File: src/sv/irpd_pkg.sv
// Package for the IR pulse-distance decoder: types, register indexes,
// reset values and frame layout constants. No dependencies.
package irpd_pkg;

    // Frame layout, counted in entries from the header mark
    localparam int unsigned FRAME_USED    = 99;  // header, 48 bit pairs, trailer
    localparam int unsigned PROTO_MIN_LEN = 49;
    localparam int unsigned HDR_SPACE_POS = 1;
    localparam int unsigned FIRST_BIT_POS = 2;
    localparam int unsigned TRAILER_POS   = 98;
    localparam int unsigned MISC_END_POS  = 35;  // spaces below this go to misc

    localparam int unsigned POS_W  = 7;
    localparam int unsigned DUR_W  = 17;
    localparam int unsigned TOL_W  = 12;
    localparam int unsigned TIME_W = 16;
    localparam int unsigned DATA_W = 32;
    localparam int unsigned MISC_W = 16;
    localparam int unsigned CFG_IDX_W  = 3;
    localparam int unsigned CFG_DATA_W = 16;

    // Register reset values
    localparam logic [TOL_W-1:0]  RST_TOLERANCE    = 12'd300;
    localparam logic [TIME_W-1:0] RST_HEADER_MARK  = 16'd3502;
    localparam logic [TIME_W-1:0] RST_HEADER_SPACE = 16'd1750;
    localparam logic [TIME_W-1:0] RST_BIT_MARK     = 16'd460;
    localparam logic [TIME_W-1:0] RST_ONE_SPACE    = 16'd1200;
    localparam logic [TIME_W-1:0] RST_ZERO_SPACE   = 16'd460;

    typedef logic [POS_W-1:0] t_pos;

    typedef enum logic [CFG_IDX_W-1:0] {
        CFG_TOLERANCE    = 3'd0,
        CFG_HEADER_MARK  = 3'd1,
        CFG_HEADER_SPACE = 3'd2,
        CFG_BIT_MARK     = 3'd3,
        CFG_ONE_SPACE    = 3'd4,
        CFG_ZERO_SPACE   = 3'd5
    } t_cfg_idx;

    typedef struct packed {
        logic [TOL_W-1:0]  tolerance_us;
        logic [TIME_W-1:0] header_mark_us;
        logic [TIME_W-1:0] header_space_us;
        logic [TIME_W-1:0] bit_mark_us;
        logic [TIME_W-1:0] one_space_us;
        logic [TIME_W-1:0] zero_space_us;
    } t_cfg;

    typedef struct packed {
        logic              is_protocol;
        logic              decode_ok;
        logic [DATA_W-1:0] data_word;
        logic [MISC_W-1:0] misc_word;
    } t_res;

endpackage

File: src/sv/irpd_cfg.sv
// Configuration register bank: tolerance and expected durations.
// Depends on irpd_pkg.
module irpd_cfg
    import irpd_pkg::*;
(
    input  logic                  i_clk,
    input  logic                  i_rst_n,
    input  logic                  i_cfg_we,
    input  logic [CFG_IDX_W-1:0]  i_cfg_idx,
    input  logic [CFG_DATA_W-1:0] i_cfg_data,
    output t_cfg                  o_cfg
);

    t_cfg r_cfg;
    t_cfg n_cfg;

    // Decode the write into the addressed register; unknown indexes are dropped
    always_comb begin
        n_cfg = r_cfg;
        if (i_cfg_we) begin
            case (t_cfg_idx'(i_cfg_idx))
                CFG_TOLERANCE:    n_cfg.tolerance_us    = i_cfg_data[TOL_W-1:0];
                CFG_HEADER_MARK:  n_cfg.header_mark_us  = i_cfg_data;
                CFG_HEADER_SPACE: n_cfg.header_space_us = i_cfg_data;
                CFG_BIT_MARK:     n_cfg.bit_mark_us     = i_cfg_data;
                CFG_ONE_SPACE:    n_cfg.one_space_us    = i_cfg_data;
                CFG_ZERO_SPACE:   n_cfg.zero_space_us   = i_cfg_data;
                default:          n_cfg = r_cfg;
            endcase
        end
    end

    always_ff @(posedge i_clk) begin
        if (!i_rst_n) begin
            r_cfg.tolerance_us    <= RST_TOLERANCE;
            r_cfg.header_mark_us  <= RST_HEADER_MARK;
            r_cfg.header_space_us <= RST_HEADER_SPACE;
            r_cfg.bit_mark_us     <= RST_BIT_MARK;
            r_cfg.one_space_us    <= RST_ONE_SPACE;
            r_cfg.zero_space_us   <= RST_ZERO_SPACE;
        end else begin
            r_cfg <= n_cfg;
        end
    end

    assign o_cfg = r_cfg;

endmodule

File: config.mk
export PLATFORM = sky130hd
export DESIGN_NAME = irpd_cfg
export DESIGN_NICKNAME = d
export VERILOG_FILES = /design/src/sv/irpd_pkg.sv /design/src/sv/irpd_cfg.sv
export SDC_FILE = /design/constraint.sdc
export NUM_CORES = 1
export LEC_CHECK = 0
export BUFFER_PORTS_ARGS = -buffer_cell sky130_fd_sc_hd__buf_4
export CAP_MARGIN = 0
export CORE_MARGIN = 4
export CORE_UTILIZATION = 45
export DETAILED_ROUTE_END_ITERATION = 16
export PLACE_DENSITY = 0.75
export RECOVER_POWER = 50
export SLEW_MARGIN = 40
export SYNTH_ARGS = -nofsm -noshare
export SYNTH_HDL_FRONTEND = slang
export SYNTH_SLANG_ARGS = --single-unit
File: constraint.sdc
create_clock -name i_clk -period 1.3 [get_ports i_clk]
set_clock_uncertainty 0.1 [all_clocks]
set_input_delay 0.26 -clock i_clk [delete_from_list [all_inputs] [get_ports i_clk]]
set_output_delay 0.26 -clock i_clk [all_outputs]
set_load 0.01 [all_outputs]
==> metrics <==
result of the run finished, final reports clean; clock sinks 92; count of synthesis-stage warnings from yosys 0; clock latency of the later-clocked register in the worst-skew pair 340 ps; xor/xnor share of the synthesized area 0; overall via count from detail_route 2,670; portion of the clock cycle consumed by the worst path in the final layout 0.930; # H-tree levels 3; flop and latch count out of synthesis 92; required time at the endpoint of the critical path 1410 ps; Chip Width 96.3 um; Final Instance Count excl. Fillers 558; Final HPWL DP 6130 um; end-of-flow core utilization 0.642; type of the worst setup path primary input to register; power consumption 5.13 mW; cell type contributing the most total cell area after synthesis dfxtp_1; DR WL/cell 15.3 um; number of remaining DRC errors 0; TritonRoute pass-1 iters 4; ratio of cells with drive above 1 in the final layout 0.320; setup repair after global routing missed its margin no; largest cells by area after synthesis dfxtp_1 (52%), mux2i_1 (26%), nand2_1 (8.0%), nor2b_1 (7.8%), buf_2 (1.4%); die area 9280 um^2; Achievable Freq 827 MHz; worst hold slack after final layout 78.0 ps; buffers added on ports 113; area share of the largest cell type after synthesis 0.525; total length of routed wires 8550 um; Placed Instances 543; antenna violations before repair 0; area of the core 7410 um^2; number of antenna cells inserted 0; data arrival time of the worst path 1320 ps; max_slew headroom 0.716; Root Buffer Master clkbuf_8; fin nets 477; final antenna-violating net count 0; Placed Area 4620 um^2; Adder-Cell Fraction of Synth Area 0; buffer depth of the longest clock path 2; starting utilization of the core area 0.474; number of maximum-capacitance violations 0; number of global-route vias before repair 2,589; maximum number of pins on one net before global-route repair 44; CTS Hold Buffers Added 0; clock tree from TritonCTS yes; overall die height 96.3 um; fraction of synthesized area in multiplexers 0.262; worst setup slack after layout 91.4 ps; top_reg_cell synth dfxtp_1; largest vdd supply drop 0.000589 V; Simple-Gate Fraction of Synth Area 0.179; pre-CTS setup slack -183 ps; highest net fanout along the worst path 12; actual transition at the worst max-transition pin 426 ps; Post CTS Setup Buffer Count 0; synthesized netlist net count 357; setup TNS after final layout 0 ps; leakage power total 2.36 nW; Max Slew Vio Count 0; Post-synth EDFFs 0; area of the mapped netlist 3510 um^2; most frequent cells after synthesis dfxtp_1 (92), mux2i_1 (92), nand2_1 (75), nor2b_1 (44), clkbuf_1 (12); Gate Count Post-Synth 335; power density over the cells 1080 nW/um^2; first-pass GRT wire length 13,200 um; area added between synthesis and finish 35.4%; Via density 4.78; Unique masters post-synth 14; number of flip-flops under the largest register name 92; type of the tightest min-delay check primary input to register; aggregate global routing overflow 0; final non-filler cell area 4750 um^2; count of pins on the block boundary 114; synthesized-area fraction occupied by ao, oa, aoi and oai cells 0; Critical Path Sink Type register; number of resized instances in the post-cts repair step 0; Mapped Avg Cell Area 10.5 um^2; category of the worst setup path launch point primary input; GRT Util Overall 0.186; final count of negative-setup-slack endpoints 0; placer congestion estimate 0.774; 1st-iter DRT viols 79; Fin. Hold Viols 0; share of the yosys chip area belonging to registers 0.525; minimum clock period after layout 1210 ps; number of buffers created by CTS 9; register clock-pin slew on the reported worst setup and hold paths 90 ps; largest family of logic cells by synthesized area multiplexers; placement row count 31; Async S/R FF share, synth 0
==> worst max-delay path, stage by stage <==
cell and delay, ps:
clkbuf_4 110, or4b_1 500, buf_2 270, mux2i_1 170
==> where the power goes <==
part | switching, mW | total (mW) | internal [mW]
registers | 0.0361 | 2.91 | 2.88
clock network | 0.931 | 1.73 | 0.795
logic | 0.241 | 0.490 | 0.249
==> placed cells by master, fill, tap and decap left out <==
| cell | n |
|---|---|
| buf_4 | 117 |
| mux2i_1 | 92 |
| dfxtp_1 | 92 |
| nand2_1 | 75 |
| nor2b_1 | 44 |
| clkbuf_8 | 11 |
| clkbuf_2 | 5 |
| buf_12 | 5 |
| clkbuf_4 | 4 |
| clkbuf_1 | 3 |
| nand4bb_1 | 2 |
| nand4b_1 | 2 |
| and4bb_1 | 1 |
| nor4bb_4 | 1 |
| or4b_1 | 1 |
| inv_6 | 1 |
| clkinv_2 | 1 |
| clkinvlp_4 | 1 |
| buf_2 | 1 |
==> final timing paths <==
kind / start / endpoint / slack (ps) / cells past startpoint
setup / recovery: i_cfg_idx[1] / o_cfg[86] / 90 / 4
hold / removal: i_cfg_data[2] / o_cfg[18] / 80 / 3
setup reg to reg: o_cfg[71] / o_cfg[71] / 550 / 2
hold reg to reg: o_cfg[59] / o_cfg[59] / 370 / 2
==> layer usage <==
layer  wire length (um)  share of wire  track usage  vias up
met3                444          0.052       0.0430        8
met5                  0              0            0        -
met2               4280           0.50        0.310       63
li1                   -              -            -     1344
met4                 94          0.011       0.0619        0
met1               3730           0.44        0.236     1255
==> cell type report <==
class,instances,area (um^2)
fill,611,2660
sequential,92,1840
multi-input combinational,218,1570
timing repair buffer,134,1050
clock buffer,12,155
tap,99,124
clock inverter,3,21.3
==> cells by family (layout without fill, tap and decap cells) <==
| logic type | Yosys count | after routing |
|---|---|---|
| buffers and inverters | 25 | 149 |
| DFF | 92 | 92 |
| muxes | 92 | 92 |
| and+or+nand+nor | 126 | 126 |
No activity file was read; power rests on OpenSTA's default activity.
