===== src/sv/irpd_pkg.sv =====
// Package for the IR pulse-distance decoder: types, register indexes,
// reset values and frame layout constants. No dependencies.
package irpd_pkg;

    // Frame layout, counted in entries from the header mark
    localparam int unsigned FRAME_USED    = 99;  // header, 48 bit pairs, trailer
    localparam int unsigned PROTO_MIN_LEN = 49;
    localparam int unsigned HDR_SPACE_POS = 1;
    localparam int unsigned FIRST_BIT_POS = 2;
    localparam int unsigned TRAILER_POS   = 98;
    localparam int unsigned MISC_END_POS  = 35;  // spaces below this go to misc

    localparam int unsigned POS_W  = 7;
    localparam int unsigned DUR_W  = 17;
    localparam int unsigned TOL_W  = 12;
    localparam int unsigned TIME_W = 16;
    localparam int unsigned DATA_W = 32;
    localparam int unsigned MISC_W = 16;
    localparam int unsigned CFG_IDX_W  = 3;
    localparam int unsigned CFG_DATA_W = 16;

    // Register reset values
    localparam logic [TOL_W-1:0]  RST_TOLERANCE    = 12'd300;
    localparam logic [TIME_W-1:0] RST_HEADER_MARK  = 16'd3502;
    localparam logic [TIME_W-1:0] RST_HEADER_SPACE = 16'd1750;
    localparam logic [TIME_W-1:0] RST_BIT_MARK     = 16'd460;
    localparam logic [TIME_W-1:0] RST_ONE_SPACE    = 16'd1200;
    localparam logic [TIME_W-1:0] RST_ZERO_SPACE   = 16'd460;

    typedef logic [POS_W-1:0] t_pos;

    typedef enum logic [CFG_IDX_W-1:0] {
        CFG_TOLERANCE    = 3'd0,
        CFG_HEADER_MARK  = 3'd1,
        CFG_HEADER_SPACE = 3'd2,
        CFG_BIT_MARK     = 3'd3,
        CFG_ONE_SPACE    = 3'd4,
        CFG_ZERO_SPACE   = 3'd5
    } t_cfg_idx;

    typedef struct packed {
        logic [TOL_W-1:0]  tolerance_us;
        logic [TIME_W-1:0] header_mark_us;
        logic [TIME_W-1:0] header_space_us;
        logic [TIME_W-1:0] bit_mark_us;
        logic [TIME_W-1:0] one_space_us;
        logic [TIME_W-1:0] zero_space_us;
    } t_cfg;

    typedef struct packed {
        logic              is_protocol;
        logic              decode_ok;
        logic [DATA_W-1:0] data_word;
        logic [MISC_W-1:0] misc_word;
    } t_res;

endpackage


===== src/sv/irpd_match.sv =====
// Duration compare: sign check plus absolute tolerance window.
// Depends on irpd_pkg.
module irpd_match
    import irpd_pkg::*;
(
    input  logic signed [DUR_W-1:0] i_dur,
    input  logic                    i_want_mark,
    input  logic [TIME_W-1:0]       i_expect,
    input  logic [TOL_W-1:0]        i_tol,
    output logic                    o_hit
);

    logic signed [DUR_W:0] mag;
    logic signed [DUR_W:0] expect_s;
    logic signed [DUR_W:0] diff;
    logic        [DUR_W:0] abs_diff;
    logic                  sign_ok;

    // Take the magnitude for the wanted polarity; zero matches neither
    always_comb begin
        sign_ok  = i_want_mark ? (i_dur > 0) : (i_dur < 0);
        mag      = i_want_mark ? (DUR_W+1)'(i_dur) : -((DUR_W+1)'(i_dur));
        expect_s = signed'({2'b00, i_expect});
        diff     = mag - expect_s;
        abs_diff = (diff < 0) ? unsigned'(-diff) : unsigned'(diff);
        o_hit    = sign_ok && (abs_diff <= (DUR_W+1)'(i_tol));
    end

endmodule


===== src/sv/irpd_core.sv =====
// Per-frame decode state: entry position, header verdict, bit error flag
// and the misc/data shift registers. Depends on irpd_pkg and irpd_match.
module irpd_core
    import irpd_pkg::*;
(
    input  logic                    i_clk,
    input  logic                    i_rst_n,
    input  logic                    i_step,
    input  logic signed [DUR_W-1:0] i_dur,
    input  logic                    i_last,
    input  t_cfg                    i_cfg,
    output t_res                    o_res
);

    t_pos              r_pos;
    logic              r_hdr_ok;
    logic              r_bit_err;
    logic [MISC_W-1:0] r_misc;
    logic [DATA_W-1:0] r_data;

    t_pos              n_pos;
    logic              n_hdr_ok;
    logic              n_bit_err;
    logic [MISC_W-1:0] n_misc;
    logic [DATA_W-1:0] n_data;

    logic [TIME_W-1:0] mark_exp;
    logic [TIME_W-1:0] space_exp;
    logic              mark_hit;
    logic              space_hit;
    logic              zero_hit;
    logic              in_bits;
    logic              bit_val;
    logic              ok;

    // Expected values follow the entry position
    assign mark_exp  = (r_pos == '0) ? i_cfg.header_mark_us : i_cfg.bit_mark_us;
    assign space_exp = (r_pos == t_pos'(HDR_SPACE_POS)) ? i_cfg.header_space_us
                                                        : i_cfg.one_space_us;

    irpd_match u_mark (
        .i_dur       (i_dur),
        .i_want_mark (1'b1),
        .i_expect    (mark_exp),
        .i_tol       (i_cfg.tolerance_us),
        .o_hit       (mark_hit)
    );

    irpd_match u_space (
        .i_dur       (i_dur),
        .i_want_mark (1'b0),
        .i_expect    (space_exp),
        .i_tol       (i_cfg.tolerance_us),
        .o_hit       (space_hit)
    );

    irpd_match u_zero (
        .i_dur       (i_dur),
        .i_want_mark (1'b0),
        .i_expect    (i_cfg.zero_space_us),
        .i_tol       (i_cfg.tolerance_us),
        .o_hit       (zero_hit)
    );

    // Advance the frame state by one entry; an ambiguous space reads as a one
    always_comb begin
        in_bits   = (r_pos >= t_pos'(FIRST_BIT_POS)) && (r_pos < t_pos'(TRAILER_POS));
        bit_val   = space_hit;
        n_hdr_ok  = r_hdr_ok;
        n_bit_err = r_bit_err;
        n_misc    = r_misc;
        n_data    = r_data;
        if ((r_pos == '0) || (r_pos == t_pos'(FIRST_BIT_POS))) begin
            if (!mark_hit) n_hdr_ok = 1'b0;
        end
        if (r_pos == t_pos'(HDR_SPACE_POS)) begin
            if (!space_hit) n_hdr_ok = 1'b0;
        end
        if (in_bits) begin
            if (!r_pos[0]) begin
                if (!mark_hit) n_bit_err = 1'b1;
            end else begin
                if (!space_hit && !zero_hit) n_bit_err = 1'b1;
                if (r_pos < t_pos'(MISC_END_POS)) begin
                    n_misc = {r_misc[MISC_W-2:0], bit_val};
                end else begin
                    n_data = {r_data[DATA_W-2:0], bit_val};
                end
            end
        end
        n_pos = (r_pos < t_pos'(FRAME_USED)) ? r_pos + t_pos'(1) : r_pos;
    end

    // Verdicts see this entry's update
    always_comb begin
        ok                = (n_pos >= t_pos'(FRAME_USED)) && !n_bit_err;
        o_res.is_protocol = (n_pos >= t_pos'(PROTO_MIN_LEN)) && n_hdr_ok;
        o_res.decode_ok   = ok;
        o_res.data_word   = ok ? n_data : '0;
        o_res.misc_word   = ok ? n_misc : '0;
    end

    // Hold state between entries, clear it at frame end
    always_ff @(posedge i_clk) begin
        if (!i_rst_n) begin
            r_pos     <= '0;
            r_hdr_ok  <= 1'b1;
            r_bit_err <= 1'b0;
            r_misc    <= '0;
            r_data    <= '0;
        end else if (i_step) begin
            if (i_last) begin
                r_pos     <= '0;
                r_hdr_ok  <= 1'b1;
                r_bit_err <= 1'b0;
                r_misc    <= '0;
                r_data    <= '0;
            end else begin
                r_pos     <= n_pos;
                r_hdr_ok  <= n_hdr_ok;
                r_bit_err <= n_bit_err;
                r_misc    <= n_misc;
                r_data    <= n_data;
            end
        end
    end

`ifndef SYNTHESIS
    a_pos_range: assert property (@(posedge i_clk) disable iff (!i_rst_n)
        r_pos <= t_pos'(FRAME_USED))
        else $error("entry position beyond frame length");
    a_frame_clear: assert property (@(posedge i_clk) disable iff (!i_rst_n)
        (i_step && i_last) |=> (r_pos == '0 && r_hdr_ok && !r_bit_err))
        else $error("frame state not cleared after last entry");
    a_ok_zero: assert property (@(posedge i_clk) disable iff (!i_rst_n)
        !o_res.decode_ok |-> (o_res.data_word == '0 && o_res.misc_word == '0))
        else $error("failed decode carries nonzero words");
`endif

endmodule

===== config.mk =====
export PLATFORM = sky130hd
export DESIGN_NAME = irpd_core
export DESIGN_NICKNAME = d
export VERILOG_FILES = /design/src/sv/irpd_pkg.sv /design/src/sv/irpd_match.sv /design/src/sv/irpd_core.sv
export SDC_FILE = /design/constraint.sdc
export NUM_CORES = 1
export LEC_CHECK = 0
export ABC_AREA = 1
export ABC_CLOCK_PERIOD_IN_PS = 15900
export BUFFER_PORTS_ARGS = -buffer_cell sky130_fd_sc_hd__buf_2
export CORE_MARGIN = 4
export CORE_UTILIZATION = 50
export CTS_CLUSTER_SIZE = 12
export DETAILED_ROUTE_END_ITERATION = 8
export PLACE_DENSITY = 0.76
export REMOVE_ABC_BUFFERS = 1
export SETUP_SLACK_MARGIN = 0.02
export SYNTH_ARGS = -nofsm -noshare
export SYNTH_HDL_FRONTEND = slang
export SYNTH_SLANG_ARGS = --single-unit
export TNS_END_PERCENT = 5

===== constraint.sdc =====
create_clock -name i_clk -period 15.9 [get_ports i_clk]
set_input_delay 3.975 -clock i_clk [delete_from_list [all_inputs] [get_ports i_clk]]
set_output_delay 3.975 -clock i_clk [all_outputs]
set_load 0.1 [all_outputs]

==> results of run 1 <==
## critical path: cells and delay by family
family	cells	cell delay, ns
fa+ha+maj	3	0.84
compound gates	5	0.82
simple gates	24	3.56
xor+xnor	2	0.37
buf+inv	10	1.56
## area by class of cell
type / count / area [µm²]
Tap cell: 234 / 293
Inverter: 302 / 1130
Clock inverter: 7 / 103
Timing Repair Buffer: 170 / 1210
Antenna cell: 1 / 2.50
Fill cell: 1869 / 7570
Sequential cell: 57 / 1140
Multi-Input combinational cell: 1248 / 7030
Clock buffer: 9 / 225
## routing by layer
metal  GRT usage, %  wire (µm)  vias up
met1           36.6      13300     4883
met5              0         20        -
met4           6.65        535        4
met2           46.1      13800      338
met3           4.36       2220       42
li1               -          -     5538
## report_power, final
group | internal (µW) | leakage, µW | switching [µW]
clock network | 139 | 0.000157 | 76.6
logic | 145 | 0.00499 | 266
registers | 143 | 0.000459 | 0.557
## Yosys cell counts, drive strengths merged
cell       n  area [µm²]
ha        85        1060
o22ai     47         294
inv      302        1130
a211oi     2        15.0
a21oi     63         327
a21o       3        22.5
nand3    140         761
xnor2     10        87.6
nor2     218         971
nor3b      3        27.5
nand2    436        1740
xor2      55         482
mux2i     25         250
a221o      1        10.0
buf       11        91.3
nand4     22         138
nor3      23         120
and3       1        6.26
fa         3        60.1
o311a      1        10.0
dfxtp     57        1140
o21ai     81         405
o21bai     1        7.51
a31oi      3        18.8
clkbuf    28         105
a21boi     3        22.5
mux2       1        11.3
o21a       4        30.0
nand3b     5        37.5
or4        1        7.51
o211ai     5        37.5
or2        3        18.8
o2111ai    2        17.5
o31ai      1        7.51
## how the worst max path moves through the flow
stage | startpoint | to | cells after the start
after global routing | i_dur[0] | o_res[1] | 41
after CTS | i_dur[0] | o_res[0] | 44
final | i_dur[0] | o_res[37] | 44
after floorplan | i_dur[0] | o_res[0] | 38
after global placement | i_dur[0] | o_res[46] | 44
after detailed placement | i_dur[0] | o_res[0] | 44
## registers in the layout (all words and copies together) (netlist names)
signal,count
r_bit_err,1
r_misc,16
r_hdr_ok,1
r_pos,7
r_data,32
## metrics by stage
step / cells / setup slack [ns] / hold WS [ns] / utilization (%) / power, µW
6_report: 2028 / 0.780 / 0.463 / 59.5 / 770
5_1_grt: 2027 / 0.0119 / 0.488 / 59.5 / 831
4_1_cts: 2027 / 0.620 / 0.467 / 59.1 / 765
3_5_place_dp: 2011 / 0.646 / 0.458 / 57.4 / 550
3_3_place_gp: 2011 / 0.821 / 0.450 / 57.4 / 543
2_1_floorplan: 1607 / 0.692 / 0.441 / - / 443
## cell families (layout without fill, tap and decap cells)
logic type / count (synthesis) / after routing / share of synthesized area (%)
simple gates: 852 / 852 / 40.4
buf+inv: 341 / 488 / 14.0
compound gates: 217 / 217 / 12.9
fa+ha+maj: 88 / 88 / 11.9
xor+xnor: 65 / 65 / 6.00
flops: 57 / 57 / 12.0
mux: 26 / 26 / 2.76
other cells: 0 / 1 / 0
==> run_results.csv, run 1 <==
group,metric,value,unit
drt,ant_nets,0,
global_route,grt_antenna_before_repair,2,
clocking,htreeDepth,3,
clocking,clkLatencyLatePin,0.33,ns
global_route,grt_remaining_overflow,0,
power_and_ir_drop,power.density,69.2,nW/µm²
final_layout,design_area,11100,µm²
power_and_ir_drop,p_leak,0.00560,µW
drt,viasPerCell,5.33,
global_route,grt_max_degree,66,
placed_design,place_area,10700,µm²
run_status,status,"complete, no violations",
critical_path,cp.required,11.93,ns
critical_path,rr_worst_depth,30,
drt,vias,10805,
sta,fmax,66.1,MHz
sta,finalHoldViolCount,0,
sta,fin_crit_sh,95.1,%
critical_path,crit_path_end_kind,"output pin",
sta,setup_viol,0,
min_path,min_path_type,"reg2reg",
yosys,netlist_instances,1646,
critical_path,worstSetupPathType,"in2out",
clocking,cts.path.max_buffers,2,
critical_path,critPathMaxStageDelay,0.43,ns
sta,rsz0062_at_grt,"false",
floorplanning,die-area,21200,µm²
critical_path,rr_startpoint,"r_pos[0]",
sta,worst_pin_slew,1.04,ns
drt,drt_wl_total,29.9,mm
global_route,first_global_vias,10028,
power_and_ir_drop,peakVddDrop,0.0949,mV
yosys,ys_types,52,
final_layout,final_cell_mix,"nand2_1, inv_1, nor2_1, nand3_1, buf_2",
drt,wl_per_cell,14.8,µm
clocking,cts.sinks,57,
final_layout,final_common_cell,"nand2_1",
run,cap_viol_max_count,0,
floorplanning,die_w,146,µm
clocking,cts_tree,"yes",
critical_path,crit_top_cell,"inv_1",
min_path,min_path_cells,2,
clocking,post_cts_buffers,0,
clocking,cts_root_buffer,"clkbuf_16",
yosys,netlist_area,9480,µm²
floorplanning,rows,50,
clocking,post_cts_resized,0,
drt,route.detailed.drc,0,
min_path,hold_start,"r_data[31]",
critical_path,r2r_end,"r_hdr_ok",
global_route,grt_use_total,27.3,%
critical_path,crit_path_max_fanout,20,
placed_design,hpwl,24.7,mm
final_layout,drive_above_1_share,15.3,%
yosys,ys_seq_elements,57,
critical_path,r2r_setup_slack,9.36,ns
sta,max_slew_margin,30.4,%
yosys,yosysWarningCount,0,
sta,maxSlewViolCount,0,
yosys,seq_area_frac_synth,12.0,%
drt,drt_iter0_drc,817,
final_layout,area_delta_synth_final,17.4,%
placed_design,io_buffers,162,
sta,tns,0,ns
drt,first_pass_iters,6,
clocking,hold_buffers,0,
clocking,cts.clk_slew.worst_paths,0.05,ns
sta,skew,0.00391,ns
floorplanning,dieHeight,146,µm
floorplanning,core,18700,µm²
clocking,cts_made_buffers,9,
min_path,holdPathEnd,"r_data[31]",
placed_design,place.gp.congestion,0.978,
sta,period_needed,15.12,ns
yosys,syn_avg_cell_area,5.76,µm²
global_route,grt_pass1_wl,48.3,mm
final_layout,finalNetCount,1989,
critical_path,crit_arrival,11.15,ns
floorplanning,initial_core_util,50.7,%
critical_path,crit_slowest_cell,"buf_2",
floorplanning,ios,163,
critical_path,start_kind,"input pin",
Note: power is estimated with default switching activity, not from simulation.
==> run 2, diff against run 1 <==
- MAX_ROUTING_LAYER: unset -> met4
==> run_results.csv, run 2 (synthesis results as in run 1) <==
group,metric,value,unit
critical_path,critPathMaxStageDelay,0.43,ns
clocking,clkLatencyLatePin,0.32,ns
sta,tns,0,ns
final_layout,fillers,1814,
final_layout,finalNetCount,1988,
min_path,holdPathEnd,"r_data[31]",
clocking,htreeDepth,3,
floorplanning,dieHeight,146,µm
floorplanning,die-area,21200,µm²
power_and_ir_drop,p_leak,0.00560,µW
sta,rsz0062_at_grt,"false",
global_route,first_global_vias,9760,
clocking,cts_made_buffers,9,
placed_design,io_buffers,162,
global_route,grt_max_degree,66,
critical_path,cp.required,11.93,ns
sta,setup_viol,0,
global_route,grt_antenna_before_repair,3,
final_layout,area_delta_synth_final,17.3,%
floorplanning,rows,50,
sta,period_needed,15.07,ns
floorplanning,core,18700,µm²
drt,viasPerCell,5.29,
drt,first_pass_iters,7,
final_layout,drive_above_1_share,15.2,%
critical_path,cp_top_family,"simple AND/OR/NAND/NOR gates",
min_path,min_path_type,"reg2reg",
power_and_ir_drop,power.density,68.4,nW/µm²
critical_path,r2r_end,"r_hdr_ok",
floorplanning,ios,163,
critical_path,start_kind,"input pin",
final_layout,fin_util,59.5,%
critical_path,crit_top_cell,"inv_1",
final_layout,final_cell_mix,"nand2_1, inv_1, nor2_1, nand3_1, buf_2",
critical_path,worstSetupPathType,"in2out",
final_layout,final_common_cell,"nand2_1",
sta,worst_pin_slew,1.04,ns
placed_design,hpwl,24.5,mm
clocking,cts_tree,"yes",
sta,fin_ws,0.833,ns
clocking,cts.path.max_buffers,2,
clocking,cts_root_buffer,"clkbuf_16",
sta,fin_crit_sh,94.8,%
critical_path,r2r_setup_slack,9.18,ns
floorplanning,initial_core_util,50.7,%
placed_design,pre_cts_ws,0.644,ns
min_path,min_path_cells,2,
final_layout,largest_register,"r_data",
run_status,status,"complete, no violations",
placed_design,place.gp.congestion,0.987,
critical_path,rr_startpoint,"r_pos[0]",
floorplanning,die_w,146,µm
run,cap_viol_max_count,0,
final_layout,largestRegisters,"r_data (32), r_misc (16), r_pos (7)",
critical_path,rr_worst_depth,30,
critical_path,crit_path_max_fanout,20,
power_and_ir_drop,power.total,760,µW
sta,skew,0.00612,ns
drt,route.detailed.drc,0,
drt,ant_nets,0,
global_route,grt_pass1_wl,46.8,mm
final_layout,largest_reg_flops,32,
drt,drt_iter0_drc,660,
critical_path,crit_slowest_cell,"buf_2",
drt,wl_per_cell,14.4,µm
critical_path,crit_arrival,11.09,ns
min_path,hold_start,"r_data[31]",
global_route,grt_remaining_overflow,0,
global_route,grt_use_total,27.1,%
sta,finalHoldViolCount,0,
drt,drt_wl_total,29.3,mm
critical_path,critical_path_buf_inv_count,10,
critical_path,crit_path_end_kind,"output pin",
clocking,cts.clk_slew.worst_paths,0.05,ns
placed_design,dpl.cell_count,2010,
sta,max_slew_margin,30.2,%
clocking,cts.sinks,57,
power_and_ir_drop,peakVddDrop,0.0504,mV
sta,maxSlewViolCount,0,
final_layout,fin_cells,2030,
drt,vias,10734,
sta,fmax,66.4,MHz
-- run 2: worst max path at each step --
stage / cells past startpoint / start / slack, ns / end
6_report: 44 / i_dur[0] / 0.83 / o_res[35]
3_5_place_dp: 44 / i_dur[0] / 0.64 / o_res[1]
4_1_cts: 44 / i_dur[0] / 0.61 / o_res[1]
5_1_grt: 41 / i_dur[0] / 0.14 / o_res[0]
3_3_place_gp: 44 / i_dur[0] / 0.76 / o_res[45]
2_1_floorplan: 38 / i_dur[0] / 0.69 / o_res[0]
-- run 2: through the flow --
step / cell area (µm²) / hold WS (ns)
floorplan: 9290 / 0.441
global placement: 10700 / 0.451
detailed placement: 10700 / 0.457
CTS: 11000 / 0.464
global route: 11100 / 0.479
finish: 11100 / 0.469
-- run 2: final cells by class --
class	instances	area (µm²)	area share (%)
well taps	234	293	2.63
flip-flops and latches	57	1140	10.3
clock inverters	7	103	0.922
repair buffers	169	1190	10.7
inverters	302	1130	10.2
clock buffers	9	225	2.02
multi-input cells	1248	7030	63.2
diodes	4	10.0	0.0900
-- run 2: power by group --
group          switching [µW]  internal (µW)  leakage, µW
combinational             261            145      0.00499
clock                    72.1            139     0.000157
sequential              0.521            143     0.000459
total                     334            427      0.00560
-- run 2: what timing repair did --
action / 4_1_cts / 5_1_grt
resized for setup: 0 / 23
hold buffers: 0 / 0
endpoints found under the setup margin: 0 / 38
buffers inserted: 0 / 0
-- run 2: metal layers --
layer / track usage (%) / part of all wire (%) / up-vias
met2: 44.8 / 47 / 309
li1: - / - / 5552
met5: - / 0 / -
met3: 3.83 / 7.1 / 34
met1: 35.3 / 45 / 4839
met4: 5.75 / 1.6 / 0
-- run 2: worst register-to-register path, delay by kind of cell (launching register included) --
kind / cells / cell delay, ns
simple gates: 15 / 2.33
compound gates: 7 / 1.95
fa+ha+maj: 3 / 0.90
buf+inv: 3 / 0.55
flops: 1 / 0.46
mux: 1 / 0.29
xor+xnor: 1 / 0.15
==> run 3, diff against run 2 <==
- CORE_UTILIZATION: 50 -> 49
- PLACE_DENSITY: 0.76 -> 0.75
==> run_results.csv, run 3 (synthesis results as in run 1) <==
group,metric,value,unit
run_status,status,"complete, no violations",
clocking,hold_buffers,0,
final_layout,largest_register,"r_data",
clocking,post_cts_buffers,0,
critical_path,start_kind,"input pin",
clocking,clkLatencyLatePin,0.32,ns
drt,drt_wl_total,27.6,mm
sta,fin_crit_sh,94.6,%
critical_path,crit_path_end_kind,"output pin",
sta,skew,0.00791,ns
global_route,grt_pass1_wl,45.3,mm
sta,fmax,66.5,MHz
sta,finalHoldViolCount,0,
clocking,cts.sinks,57,
global_route,grt_antenna_before_repair,1,
drt,drt_iter0_drc,682,
floorplanning,core,18900,µm²
critical_path,worstSetupPathType,"in2out",
final_layout,fillers,1988,
critical_path,crit_top_cell,"inv_1",
power_and_ir_drop,power.density,66.0,nW/µm²
global_route,grt_max_degree,66,
final_layout,drive_above_1_share,15.0,%
placed_design,place.gp.congestion,1.01,
sta,tns,0,ns
min_path,min_path_type,"reg2reg",
power_and_ir_drop,peakVddDrop,0.0569,mV
critical_path,crit_arrival,11.07,ns
power_and_ir_drop,p_leak,0.00554,µW
drt,first_pass_iters,7,
sta,rsz0062_at_grt,"false",
drt,vias,10645,
clocking,cts_made_buffers,9,
floorplanning,die-area,21600,µm²
final_layout,largestRegisters,"r_data (32), r_misc (16), r_pos (7)",
final_layout,finalNetCount,1987,
global_route,grt_remaining_overflow,0,
drt,viasPerCell,5.19,
critical_path,crit_slowest_cell,"buf_2",
clocking,cts_root_buffer,"clkbuf_16",
final_layout,fin_util,56.9,%
floorplanning,rows,50,
run,cap_viol_max_count,0,
drt,wl_per_cell,13.5,µm
placed_design,io_buffers,162,
min_path,min_path_cells,2,
sta,setup_viol,0,
floorplanning,initial_core_util,50.2,%
final_layout,final_cell_mix,"nand2_1, inv_1, nor2_1, buf_2, nand3_1",
global_route,first_global_vias,9582,
floorplanning,ios,163,
sta,worst_pin_slew,1.06,ns
placed_design,place_area,10500,µm²
critical_path,critPathMaxStageDelay,0.44,ns
floorplanning,dieHeight,147,µm
final_layout,design_area,10700,µm²
clocking,cts_tree,"yes",
sta,max_slew_margin,29.2,%
drt,ant_nets,0,
final_layout,final_common_cell,"nand2_1",
clocking,cts.path.max_buffers,2,
clocking,cts.clk_slew.worst_paths,0.05,ns
sta,period_needed,15.05,ns
final_layout,area_delta_synth_final,13.4,%
critical_path,crit_path_max_fanout,49,
placed_design,hpwl,23.0,mm
critical_path,rr_worst_depth,30,
drt,route.detailed.drc,0,
final_layout,largest_reg_flops,32,
sta,maxSlewViolCount,0,
clocking,htreeDepth,3,
floorplanning,die_w,147,µm
critical_path,cp.required,11.93,ns
global_route,grt_use_total,25.4,%
-- run 3: cell count changes in the layout (fill, tap and decap cells not counted) --
cell and change:
clkinv_4 -2, clkbuf_1 +2, buf_4 -1, nand3_2 +1, nand3_4 -1, buf_12 -18
inv_6 -2, diode_2 -3, clkbuf_4 -21, buf_2 +39, clkbuf_8 +1, clkinv_2 +2
bufinv_16 -2
-- run 3: area by class of cell --
type	instances	area (µm²)	share of cell area [%]
multi-input cells	1248	7030	65.4
diodes	1	2.50	0.0233
clock buffers	12	246	2.29
repair buffers	168	856	7.96
clock inverters	3	17.5	0.163
flip-flops and latches	57	1140	10.6
inverters	302	1130	10.5
well taps	260	325	3.03
-- run 3: metal layers --
layer	part of all wire, %	up-vias	track usage, %
met5	0	-	-
met4	2.1	0	5.78
met3	6.7	39	2.62
met2	45	348	41.3
met1	46	4721	34.3
li1	-	5537	-
-- run 3: final timing paths --
check,from,slack (ns),to
worst min-delay path,r_misc[15],0.47,r_misc[15]
worst max-delay path,i_dur[0],0.85,o_res[1]
worst min register to register,r_misc[15],0.47,r_misc[15]
worst max register to register,r_pos[0],9.49,r_hdr_ok
-- run 3: stage by stage --
| step | hold slack (ns) | instances | setup WS [ns] | power, µW |
|---|---|---|---|---|
| detailed placement | 0.461 | 2035 | 0.796 | 538 |
| global route | 0.519 | 2051 | 0.0682 | 777 |
| global placement | 0.450 | 2035 | 0.939 | 530 |
| finish | 0.467 | 2051 | 0.851 | 710 |
| CTS | 0.469 | 2050 | 0.735 | 709 |
| floorplan | 0.441 | 1607 | 0.692 | 443 |
-- run 3: what timing repair did --
action / 4_1_cts / 5_1_grt
gates resized for setup: 0 / 1
endpoints found under the hold margin: 0 / 0
endpoints found under the setup margin: 0 / 49
-- run 3: worst max-delay path: cells and delay by family --
family                   cells  cell delay [ns]
AO/OA/AOI/OAI                5             0.80
XOR/XNOR                     2             0.32
adder cells (fa/ha/maj)      3             0.85
AND/OR/NAND/NOR             24             3.57
buffers and inverters       10             1.52
-- run 3: where the power goes --
group	internal, µW	total, µW	leakage (µW)	switching, µW
combinational	145	397	0.00495	252
clock	108	169	0.000128	61.1
sequential	144	144	0.000459	0.609
total	396	710	0.00554	313
